<file path="src/rtl/pfc_pkg.sv">
// ----------------------------------------------------------------------------
// pfc_pkg: shared types and constants for the Playfair digraph cipher core
// Opcodes, letter codes, table write bundle and the ASCII letter folding.
// ----------------------------------------------------------------------------
`default_nettype none

package pfc_pkg;

  localparam int unsigned Cells   = 25;
  localparam int unsigned Letters = 26;

  localparam logic [4:0] LetterI = 5'd8;
  localparam logic [4:0] LetterJ = 5'd9;
  localparam logic [4:0] LetterX = 5'd23;

  localparam logic [7:0] AsciiLowA = 8'h61;
  localparam logic [7:0] AsciiLowZ = 8'h7a;
  localparam logic [7:0] AsciiUpA  = 8'h41;
  localparam logic [7:0] AsciiUpZ  = 8'h5a;

  typedef enum logic [2:0] {
    OP_CLEAR      = 3'd0,
    OP_KEY_CHAR   = 3'd1,
    OP_KEY_FINISH = 3'd2,
    OP_TEXT_CHAR  = 3'd3,
    OP_TEXT_END   = 3'd4
  } op_t;

  // one write into both key tables: square[slot] = letter, position[letter] = slot
  typedef struct packed {
    logic       en;
    logic [4:0] slot;
    logic [4:0] letter;
  } pfc_wr_t;

  typedef struct packed {
    logic       ok;
    logic [4:0] idx;
  } pfc_fold_t;

  // letter index 0..25 with j folded onto i; ok is low for non-letters
  function automatic pfc_fold_t fold_letter(input logic [7:0] c);
    pfc_fold_t r;
    r.ok  = 1'b0;
    r.idx = '0;
    if (c >= AsciiLowA && c <= AsciiLowZ) begin
      r.ok  = 1'b1;
      r.idx = 5'(c - AsciiLowA);
    end else if (c >= AsciiUpA && c <= AsciiUpZ) begin
      r.ok  = 1'b1;
      r.idx = 5'(c - AsciiUpA);
    end
    if (r.idx == LetterJ) begin
      r.idx = LetterI;
    end
    return r;
  endfunction

endpackage

`default_nettype wire

</file>
<file path="src/rtl/playfair_digraph_cipher_core.sv">
// ----------------------------------------------------------------------------
// playfair_digraph_cipher_core: Playfair key loader and digraph cipher
// Builds the 5x5 key square, pairs text letters and ciphers each digraph.
//
//   channel | handshake              | payload
//   --------+------------------------+-------------------------------------
//   in      | in_valid / in_stall    | in_opcode, in_char_in
//   out     | out_valid / out_stall  | out_first_letter, out_second_letter,
//           |                        | out_has_pair, out_last
//   cfg     | cfg_valid / cfg_ready  | cfg_decrypt_mode
//
// clear_key, key_char and text_char without a result finish in IDLE; key_finish
// walks the alphabet in FILL, one alphabet letter per cycle into the key tables.
// A digraph runs POS_A, POS_B, RULE, SQ_B, EMIT: two position reads, rule unit,
// two square reads. A result waits in the output register while out_stall is
// high; the block stays stalled only if a new result is ready.
// Reset clears the key state and pending letter; table contents are not cleared.
// ----------------------------------------------------------------------------
`default_nettype none

module playfair_digraph_cipher_core (
  input  wire logic       clk,
  input  wire logic       rst_n,
  input  wire logic       in_valid,
  output logic            in_stall,
  input  wire logic [2:0] in_opcode,
  input  wire logic [7:0] in_char_in,
  output logic            out_valid,
  input  wire logic       out_stall,
  output logic      [7:0] out_first_letter,
  output logic      [7:0] out_second_letter,
  output logic            out_has_pair,
  output logic            out_last,
  input  wire logic       cfg_valid,
  output logic            cfg_ready,
  input  wire logic       cfg_decrypt_mode
);

  typedef enum logic [6:0] {
    S_IDLE  = 7'b0000001,
    S_FILL  = 7'b0000010,
    S_POS_A = 7'b0000100,
    S_POS_B = 7'b0001000,
    S_RULE  = 7'b0010000,
    S_SQ_B  = 7'b0100000,
    S_EMIT  = 7'b1000000
  } state_t;

  state_t      state_r, state_nxt;
  logic [4:0]  walk_r, walk_nxt;
  logic [25:0] used_r, used_nxt;
  logic [4:0]  fill_r, fill_nxt;
  logic        key_ready_r, key_ready_nxt;
  logic        pend_valid_r, pend_valid_nxt;
  logic [4:0]  pend_letter_r, pend_letter_nxt;
  logic [4:0]  a_r, a_nxt;
  logic [4:0]  b_r, b_nxt;
  logic        last_r, last_nxt;
  logic        pair_r, pair_nxt;
  logic [4:0]  pa_r, pa_nxt;
  logic [4:0]  cell2_r, cell2_nxt;
  logic [4:0]  o1_r, o1_nxt;
  logic        decrypt_r;
  logic        out_valid_r, out_valid_nxt;
  logic [7:0]  out_first_r, out_first_nxt;
  logic [7:0]  out_second_r, out_second_nxt;
  logic        out_pair_r, out_pair_nxt;
  logic        out_last_r, out_last_nxt;

  pfc_pkg::pfc_wr_t  wr;
  pfc_pkg::pfc_fold_t in_fold;
  logic        in_acc;
  logic [4:0]  place_idx;
  logic        place_ok;
  logic        sq_rd_en, pos_rd_en;
  logic [4:0]  sq_rd_addr, pos_rd_addr;
  logic [4:0]  sq_rdata, pos_rdata;
  logic [4:0]  rule_cell_a, rule_cell_b;

  pfc_store u_store (
    .clk         (clk),
    .wr          (wr),
    .sq_rd_en    (sq_rd_en),
    .sq_rd_addr  (sq_rd_addr),
    .sq_rdata    (sq_rdata),
    .pos_rd_en   (pos_rd_en),
    .pos_rd_addr (pos_rd_addr),
    .pos_rdata   (pos_rdata)
  );

  pfc_rule_unit u_rule (
    .decrypt (decrypt_r),
    .pos_a   (pa_r),
    .pos_b   (pos_rdata),
    .cell_a  (rule_cell_a),
    .cell_b  (rule_cell_b)
  );

  assign in_fold   = pfc_pkg::fold_letter(in_char_in);
  assign in_acc    = in_valid && (state_r == S_IDLE);
  assign place_idx = (state_r == S_FILL) ? walk_r : in_fold.idx;
  assign place_ok  = !used_r[place_idx] && (fill_r < 5'(pfc_pkg::Cells));

  always_comb begin
    state_nxt       = state_r;
    walk_nxt        = walk_r;
    used_nxt        = used_r;
    fill_nxt        = fill_r;
    key_ready_nxt   = key_ready_r;
    pend_valid_nxt  = pend_valid_r;
    pend_letter_nxt = pend_letter_r;
    a_nxt           = a_r;
    b_nxt           = b_r;
    last_nxt        = last_r;
    pair_nxt        = pair_r;
    pa_nxt          = pa_r;
    cell2_nxt       = cell2_r;
    o1_nxt          = o1_r;
    out_valid_nxt   = out_valid_r && out_stall;
    out_first_nxt   = out_first_r;
    out_second_nxt  = out_second_r;
    out_pair_nxt    = out_pair_r;
    out_last_nxt    = out_last_r;
    wr              = '0;
    sq_rd_en        = 1'b0;
    sq_rd_addr      = cell2_r;
    pos_rd_en       = 1'b0;
    pos_rd_addr     = a_r;

    unique case (state_r)
      S_IDLE: begin
        if (in_acc) begin
          unique case (in_opcode)
            pfc_pkg::OP_CLEAR: begin
              used_nxt        = '0;
              fill_nxt        = '0;
              key_ready_nxt   = 1'b0;
              pend_valid_nxt  = 1'b0;
              pend_letter_nxt = '0;
            end
            pfc_pkg::OP_KEY_CHAR: begin
              if (!key_ready_r && in_fold.ok && place_ok) begin
                wr.en                = 1'b1;
                wr.slot              = fill_r;
                wr.letter            = place_idx;
                used_nxt[place_idx]  = 1'b1;
                fill_nxt             = 5'(fill_r + 5'd1);
              end
            end
            pfc_pkg::OP_KEY_FINISH: begin
              if (!key_ready_r) begin
                walk_nxt  = '0;
                state_nxt = S_FILL;
              end
            end
            pfc_pkg::OP_TEXT_CHAR: begin
              if (key_ready_r && in_fold.ok) begin
                if (!pend_valid_r) begin
                  pend_valid_nxt  = 1'b1;
                  pend_letter_nxt = in_fold.idx;
                end else begin
                  a_nxt     = pend_letter_r;
                  last_nxt  = 1'b0;
                  pair_nxt  = 1'b1;
                  state_nxt = S_POS_A;
                  if (in_fold.idx == pend_letter_r) begin
                    // doubled letter: cipher with filler, letter stays pending
                    b_nxt = pfc_pkg::LetterX;
                  end else begin
                    b_nxt           = in_fold.idx;
                    pend_valid_nxt  = 1'b0;
                    pend_letter_nxt = '0;
                  end
                end
              end
            end
            pfc_pkg::OP_TEXT_END: begin
              if (key_ready_r) begin
                last_nxt        = 1'b1;
                pend_valid_nxt  = 1'b0;
                pend_letter_nxt = '0;
                a_nxt           = pend_letter_r;
                b_nxt           = pfc_pkg::LetterX;
                pair_nxt        = pend_valid_r;
                state_nxt       = pend_valid_r ? S_POS_A : S_EMIT;
              end
            end
            default: begin
            end
          endcase
        end
      end
      S_FILL: begin
        if ((walk_r != pfc_pkg::LetterJ) && place_ok) begin
          wr.en               = 1'b1;
          wr.slot             = fill_r;
          wr.letter           = place_idx;
          used_nxt[place_idx] = 1'b1;
          fill_nxt            = 5'(fill_r + 5'd1);
        end
        if (walk_r == 5'(pfc_pkg::Letters - 1)) begin
          key_ready_nxt = 1'b1;
          state_nxt     = S_IDLE;
        end else begin
          walk_nxt = 5'(walk_r + 5'd1);
        end
      end
      S_POS_A: begin
        pos_rd_en   = 1'b1;
        pos_rd_addr = a_r;
        state_nxt   = S_POS_B;
      end
      S_POS_B: begin
        pos_rd_en   = 1'b1;
        pos_rd_addr = b_r;
        pa_nxt      = pos_rdata;
        state_nxt   = S_RULE;
      end
      S_RULE: begin
        sq_rd_en   = 1'b1;
        sq_rd_addr = rule_cell_a;
        cell2_nxt  = rule_cell_b;
        state_nxt  = S_SQ_B;
      end
      S_SQ_B: begin
        sq_rd_en   = 1'b1;
        sq_rd_addr = cell2_r;
        o1_nxt     = sq_rdata;
        state_nxt  = S_EMIT;
      end
      S_EMIT: begin
        // hold the result until the output register is free
        if (!out_valid_r || !out_stall) begin
          out_valid_nxt  = 1'b1;
          out_first_nxt  = pair_r ? 8'(pfc_pkg::AsciiLowA + 8'(o1_r)) : '0;
          out_second_nxt = pair_r ? 8'(pfc_pkg::AsciiLowA + 8'(sq_rdata)) : '0;
          out_pair_nxt   = pair_r;
          out_last_nxt   = last_r;
          state_nxt      = S_IDLE;
        end
      end
      default: begin
        state_nxt = S_IDLE;
      end
    endcase
  end

  always_ff @(posedge clk) begin
    if (!rst_n) begin
      state_r       <= S_IDLE;
      walk_r        <= '0;
      used_r        <= '0;
      fill_r        <= '0;
      key_ready_r   <= 1'b0;
      pend_valid_r  <= 1'b0;
      pend_letter_r <= '0;
      out_valid_r   <= 1'b0;
      decrypt_r     <= 1'b0;
    end else begin
      state_r       <= state_nxt;
      walk_r        <= walk_nxt;
      used_r        <= used_nxt;
      fill_r        <= fill_nxt;
      key_ready_r   <= key_ready_nxt;
      pend_valid_r  <= pend_valid_nxt;
      pend_letter_r <= pend_letter_nxt;
      out_valid_r   <= out_valid_nxt;
      if (cfg_valid && cfg_ready) begin
        decrypt_r <= cfg_decrypt_mode;
      end
    end
  end

  always_ff @(posedge clk) begin
    a_r          <= a_nxt;
    b_r          <= b_nxt;
    last_r       <= last_nxt;
    pair_r       <= pair_nxt;
    pa_r         <= pa_nxt;
    cell2_r      <= cell2_nxt;
    o1_r         <= o1_nxt;
    out_first_r  <= out_first_nxt;
    out_second_r <= out_second_nxt;
    out_pair_r   <= out_pair_nxt;
    out_last_r   <= out_last_nxt;
  end

  assign in_stall          = (state_r != S_IDLE);
  assign cfg_ready         = 1'b1;
  assign out_valid         = out_valid_r;
  assign out_first_letter  = out_first_r;
  assign out_second_letter = out_second_r;
  assign out_has_pair      = out_pair_r;
  assign out_last          = out_last_r;

endmodule

`default_nettype wire

</file>
<file path="src/rtl/pfc_store.sv">
// ----------------------------------------------------------------------------
// pfc_store: key square and letter position tables
// One shared write port fills both tables; each has one registered read port.
// ----------------------------------------------------------------------------
`default_nettype none

module pfc_store (
  input  wire logic            clk,
  input  wire pfc_pkg::pfc_wr_t wr,
  input  wire logic            sq_rd_en,
  input  wire logic [4:0]      sq_rd_addr,
  output logic      [4:0]      sq_rdata,
  input  wire logic            pos_rd_en,
  input  wire logic [4:0]      pos_rd_addr,
  output logic      [4:0]      pos_rdata
);

  logic [4:0] sq_mem  [pfc_pkg::Cells];
  logic [4:0] pos_mem [pfc_pkg::Letters];
  logic [4:0] sq_rdata_r;
  logic [4:0] pos_rdata_r;

  always_ff @(posedge clk) begin
    if (wr.en) begin
      sq_mem[wr.slot]    <= wr.letter;
      pos_mem[wr.letter] <= wr.slot;
    end
  end

  always_ff @(posedge clk) begin
    if (sq_rd_en) begin
      sq_rdata_r <= sq_mem[sq_rd_addr];
    end
    if (pos_rd_en) begin
      pos_rdata_r <= pos_mem[pos_rd_addr];
    end
  end

  assign sq_rdata  = sq_rdata_r;
  assign pos_rdata = pos_rdata_r;

endmodule

`default_nettype wire

</file>
<file path="src/rtl/pfc_rule_unit.sv">
// ----------------------------------------------------------------------------
// pfc_rule_unit: Playfair digraph rule evaluation
// Splits two cell positions into row/column, applies the same-row,
// same-column or rectangle rule and returns the two output cells.
// ----------------------------------------------------------------------------
`default_nettype none

module pfc_rule_unit (
  input  wire logic       decrypt,
  input  wire logic [4:0] pos_a,
  input  wire logic [4:0] pos_b,
  output logic      [4:0] cell_a,
  output logic      [4:0] cell_b
);

  function automatic logic [2:0] row_of(input logic [4:0] p);
    logic [2:0] r;
    if (p >= 5'd20) begin
      r = 3'd4;
    end else if (p >= 5'd15) begin
      r = 3'd3;
    end else if (p >= 5'd10) begin
      r = 3'd2;
    end else if (p >= 5'd5) begin
      r = 3'd1;
    end else begin
      r = 3'd0;
    end
    return r;
  endfunction

  function automatic logic [2:0] step5(input logic [2:0] x, input logic dec);
    logic [2:0] y;
    if (dec) begin
      y = (x == 3'd0) ? 3'd4 : 3'(x - 3'd1);
    end else begin
      y = (x == 3'd4) ? 3'd0 : 3'(x + 3'd1);
    end
    return y;
  endfunction

  function automatic logic [4:0] cell_of(input logic [2:0] r, input logic [2:0] c);
    return 5'({r, 2'b00}) + 5'(r) + 5'(c);
  endfunction

  logic [2:0] row_a, row_b, col_a, col_b;

  always_comb begin
    row_a = row_of(pos_a);
    row_b = row_of(pos_b);
    col_a = 3'(pos_a - cell_of(row_a, 3'd0));
    col_b = 3'(pos_b - cell_of(row_b, 3'd0));
    priority if (row_a == row_b) begin
      cell_a = cell_of(row_a, step5(col_a, decrypt));
      cell_b = cell_of(row_b, step5(col_b, decrypt));
    end else if (col_a == col_b) begin
      cell_a = cell_of(step5(row_a, decrypt), col_a);
      cell_b = cell_of(step5(row_b, decrypt), col_b);
    end else begin
      cell_a = cell_of(row_a, col_b);
      cell_b = cell_of(row_b, col_a);
    end
  end

endmodule

`default_nettype wire
</file>
<file path="config.mk">
export PLATFORM = sky130hd
export DESIGN_NAME = playfair_digraph_cipher_core
export DESIGN_NICKNAME = d
export VERILOG_FILES = /design/src/rtl/pfc_pkg.sv /design/src/rtl/playfair_digraph_cipher_core.sv /design/src/rtl/pfc_store.sv /design/src/rtl/pfc_rule_unit.sv
export SDC_FILE = /design/constraint.sdc
export NUM_CORES = 1
export LEC_CHECK = 0
export BUFFER_PORTS_ARGS = -buffer_cell sky130_fd_sc_hd__buf_2
export CAP_MARGIN = 40
export CELL_PAD_IN_SITES_DETAIL_PLACEMENT = 1
export CELL_PAD_IN_SITES_GLOBAL_PLACEMENT = 2
export CORE_MARGIN = 3
export CORE_UTILIZATION = 48
export DETAILED_ROUTE_END_ITERATION = 10
export PLACE_DENSITY_LB_ADDON = 0.1
export RECOVER_POWER = 100
export SETUP_SLACK_MARGIN = 0.02
export SYNTH_ARGS = -nofsm -noshare
export SYNTH_HDL_FRONTEND = slang
export SYNTH_HIERARCHICAL = 1
export SYNTH_SLANG_ARGS = --single-unit
</file>
<file path="constraint.sdc">
create_clock -name clk -period 16.8 [get_ports clk]
set_input_delay 5.04 -clock clk [delete_from_list [all_inputs] [get_ports clk]]
set_output_delay 5.04 -clock clk [all_outputs]
set_load 0.05 [all_outputs]
</file>
==> results by group <==
CTS
  • Total CTS buffers: 40
  • H-tree depth: 2
  • # resized after CTS: 0
  • Sinks on Clock Net: around 360
  • Post-CTS Setup Inserts: 0
  • Clk root buf: clkbuf_16
  • CTS tree: yes
  • Cts-stage hold buffer count: 0
  • Clk Latency, worst-skew pair: ~0.56 ns
  • CTS max path bufs: 3
  • CTS clk-pin slew, worst paths: around 0.060 ns

Timing
  • Setup TNS: 0 ns
  • Relative slew margins: -66.3%
  • Endpoints failing hold: 0
  • Ratio of final minimum period to clock period: ~75%
  • Final Slew Violations: approximately 250
  • Setup-failing EPs final: 0
  • RSZ-0062 raised after global routing: no
  • Worst Skew: roughly 0.032 ns
  • Fmax: 0.0794 GHz
  • Final min period: about 13 ns
  • WHS: between 0.4 and 0.5 ns
  • Slew @ Worst Pin: around 2.5 ns

Worst setup path
  • CP Cell Sequence: clkbuf_1 -> inv_1 -> ha_1 -> xor2_1 -> a2111oi_0 -> or3_1 -> o21ai_0 -> mux2_1 -> a32o_1 -> nor4_1 -> nand3_1 -> inv_1 -> and2_0 -> clkbuf_1 -> nand3b_1 -> nor2_1
  • Slowest stage delay, CP: 1.32 ns
  • Worst EP arrival: around 13 ns
  • Crit path launch type: primary input
  • CP Max Fanout: 30
  • Critical Setup Path Class: primary input to register
  • Element type at the critical path end: register
  • Crit path max-delay family: simple AND/OR/NAND/NOR gates
  • Worst path bufs/invs: 4
  • Slowest CP cell: o21ai_0
  • Worst Path Required: between 15 and 20 ns

Run
  • Max-cap violation count: 9

Die
  • IO Count: 38
  • Row cnt: slightly below 70
  • Full die area: around 38000 um^2
  • Starting Density: 49.1%
  • Core ar.: roughly 35000 um^2
  • Chip height: just under 200 um
  • Chip Width: 195 um

Drt
  • WL final: around 42000 um
  • DR WL/cell: 23.4 um
  • DRC viols: 0
  • Antenna Nets Post-Route: 0
  • DRT Pass-1 Iters: 6
  • Starting DRT DRC Count: 641
  • Vias per cell: approximately 6
  • Via count: approximately 11000

Outcome
  • Violated checks: capacitance limit, slew limit
  • Status: finished with violations

Logic synthesis
  • Seq/Total Area, Yosys: about three fifths
  • Syn avg cell area: 13.6 um^2
  • Mapped Cells: roughly 1300
  • Mapped cell area: around 17000 um^2
  • Syn. warnings: 6
  • Ys async rst share: 0%
  • Number of enable flip-flop cells after synthesis: 310
  • Synth unique cells: between 80 and 90
  • Top FF cell, synth: edfxtp_1
  • Synth Register Bits: between 300 and 400
  • Synth Net Count: about 1300

Pwr
  • Power Dens Cells: roughly 100 nW/um^2
  • Design Power: about 1.9 mW
  • Leak: 6.68 nW
  • Maximum vdd drop: between 0.00007 and 0.00008 V

Place
  • Placed cell area: 17800 um^2
  • RePlAce Congestion: ~0.77
  • Dpl hpwl: around 28000 um
  • Port Buf Inserts: 36

Finish
  • Core Util, Final: ~54%
  • Area Overhead vs Synth: 10.0%
  • Number of nets in the layout: 1374
  • Ant diodes: 0
  • FILL cells: around 3500
  • Final instance area: 18900 um^2
  • Share of post-route cells with drive strength above 1: 10.9%

Global route
  • First-pass GRT wire length: about 66000 um
  • Largest net degree at the start of global routing: 51
  • Remaining global-route overflow: 0
  • Initial antenna violation count: 0
  • Total GRT Usage: ~22%
  • Vias in the first global route: ~11000

Worst hold path
  • Worst min path class: register to register
cell usage after synthesis (10+ instances only):
master | number | area [um^2]
o22ai_1 | 26 | 163
buf_2 | 11 | 55.1
xnor2_1 | 19 | 166
a32o_1 | 26 | 260
nor4_1 | 10 | 62.6
mux4_2 | 40 | 901
o21ai_1 | 12 | 60.1
mux2i_1 | 71 | 711
nand3b_1 | 16 | 120
o21ai_0 | 25 | 125
edfxtp_1 | 310 | 9310
nand2_1 | 64 | 240
clkbuf_1 | 24 | 90.1
nor2_1 | 134 | 503
fa_1 | 10 | 200
xor2_1 | 13 | 114
nand2b_1 | 17 | 106
a22o_1 | 10 | 87.6
dfxtp_1 | 52 | 1040
nor3_1 | 26 | 130
nand3_1 | 20 | 100
ha_1 | 41 | 513
and2_1 | 15 | 93.8
inv_1 | 33 | 124
a21oi_1 | 45 | 225
or3_1 | 14 | 87.6
worst register-to-register path, cell delays in order (launching register included):
cell and delay, ns:
edfxtp_1 0.52, nor2b_1 0.24, o2111a_1 0.30, or3_1 0.46
inv_1 0.15, ha_1 0.16, inv_1 0.05, fa_1 0.41
and3_1 0.21, a211oi_1 1.12, xnor3_1 0.57, nor2_1 0.69
mux2i_1 0.16, a21oi_1 0.23, nand2_1 0.10, nand2_2 0.06
clkbuf_1 1.75, mux4_1 0.81, and2_1 0.19, a2111oi_0 0.45
nor3b_1 0.13
layer usage:
layer  global-route usage, %  vias up  routed length, um
met5                       0        -                  0
met2                    37.6      232              20800
met1                    30.4     5485              18700
met3                    3.30       54               1770
li1                        -     4970                  -
met4                    5.02        0                701
final cells by class:
type | count | area (um^2) | share of cell area [%]
Sequential cell | 362 | 10300 | 54.9
Multi-Input combinational cell | 806 | 6270 | 33.2
Clock buffer | 51 | 1050 | 5.58
Tap cell | 455 | 569 | 3.02
Timing Repair Buffer | 62 | 293 | 1.55
Clock inverter | 21 | 206 | 1.09
Inverter | 34 | 128 | 0.676
power by group:
part	switching, mW	internal [mW]
registers	0.00201	0.964
logic	0.0385	0.0188
clock network	0.350	0.478
total	0.390	1.46
placed cells by master, fill, tap and decap left out, types with 40 or more instances in the layout:
cell type	netlist	final
dfxtp_1	52	52
mux4_2	40	40
clkbuf_16	0	40
nor2_1	134	135
nand2_1	64	63
mux2i_1	71	71
ha_1	41	41
edfxtp_1	310	310
clkbuf_1	24	50
a21oi_1	45	45
stage by stage:
step,instances,worst slack [ns]
floorplan,1258,7.07
global placement,1714,6.34
detailed placement,1718,6.05
CTS,1790,6.64
global route,1791,3.61
finish,1791,4.21
state kept, by name, indices dropped and copies added, names as in the netlist, 5 cells and up:
name	flops
a_r	5
b_r	5
cell2_r	5
fill_r	5
o1_r	5
out_first_letter	8
out_second_letter	8
pa_r	5
pend_letter_r	5
state_r	7
u_store/pos_mem	130
u_store/pos_rdata	5
u_store/sq_mem	125
u_store/sq_rdata	5
used_r	26
walk_r	5
final timing paths:
check | from | cells past startpoint | end | slack [ns]
worst max-delay path | in_char_in[0] | 16 | u_store/sq_mem[5][3] | 4.21
worst min-delay path | last_r | 0 | out_last | 0.46
worst max register to register | u_store/pos_rdata[3] | 20 | u_store/sq_rdata[1] | 7.78
worst min register to register | last_r | 0 | out_last | 0.46
logic make-up after synthesis:
logic type | synth area share, %
AND/OR/NAND/NOR | 11.0
flip-flops | 60.4
AO/OA/AOI/OAI | 9.77
multiplexers | 10.3
buffers and inverters | 2.58
adder cells (fa/ha/maj) | 4.16
XOR/XNOR | 1.77
other | 0.0219
(Power assumes the default switching activity.)
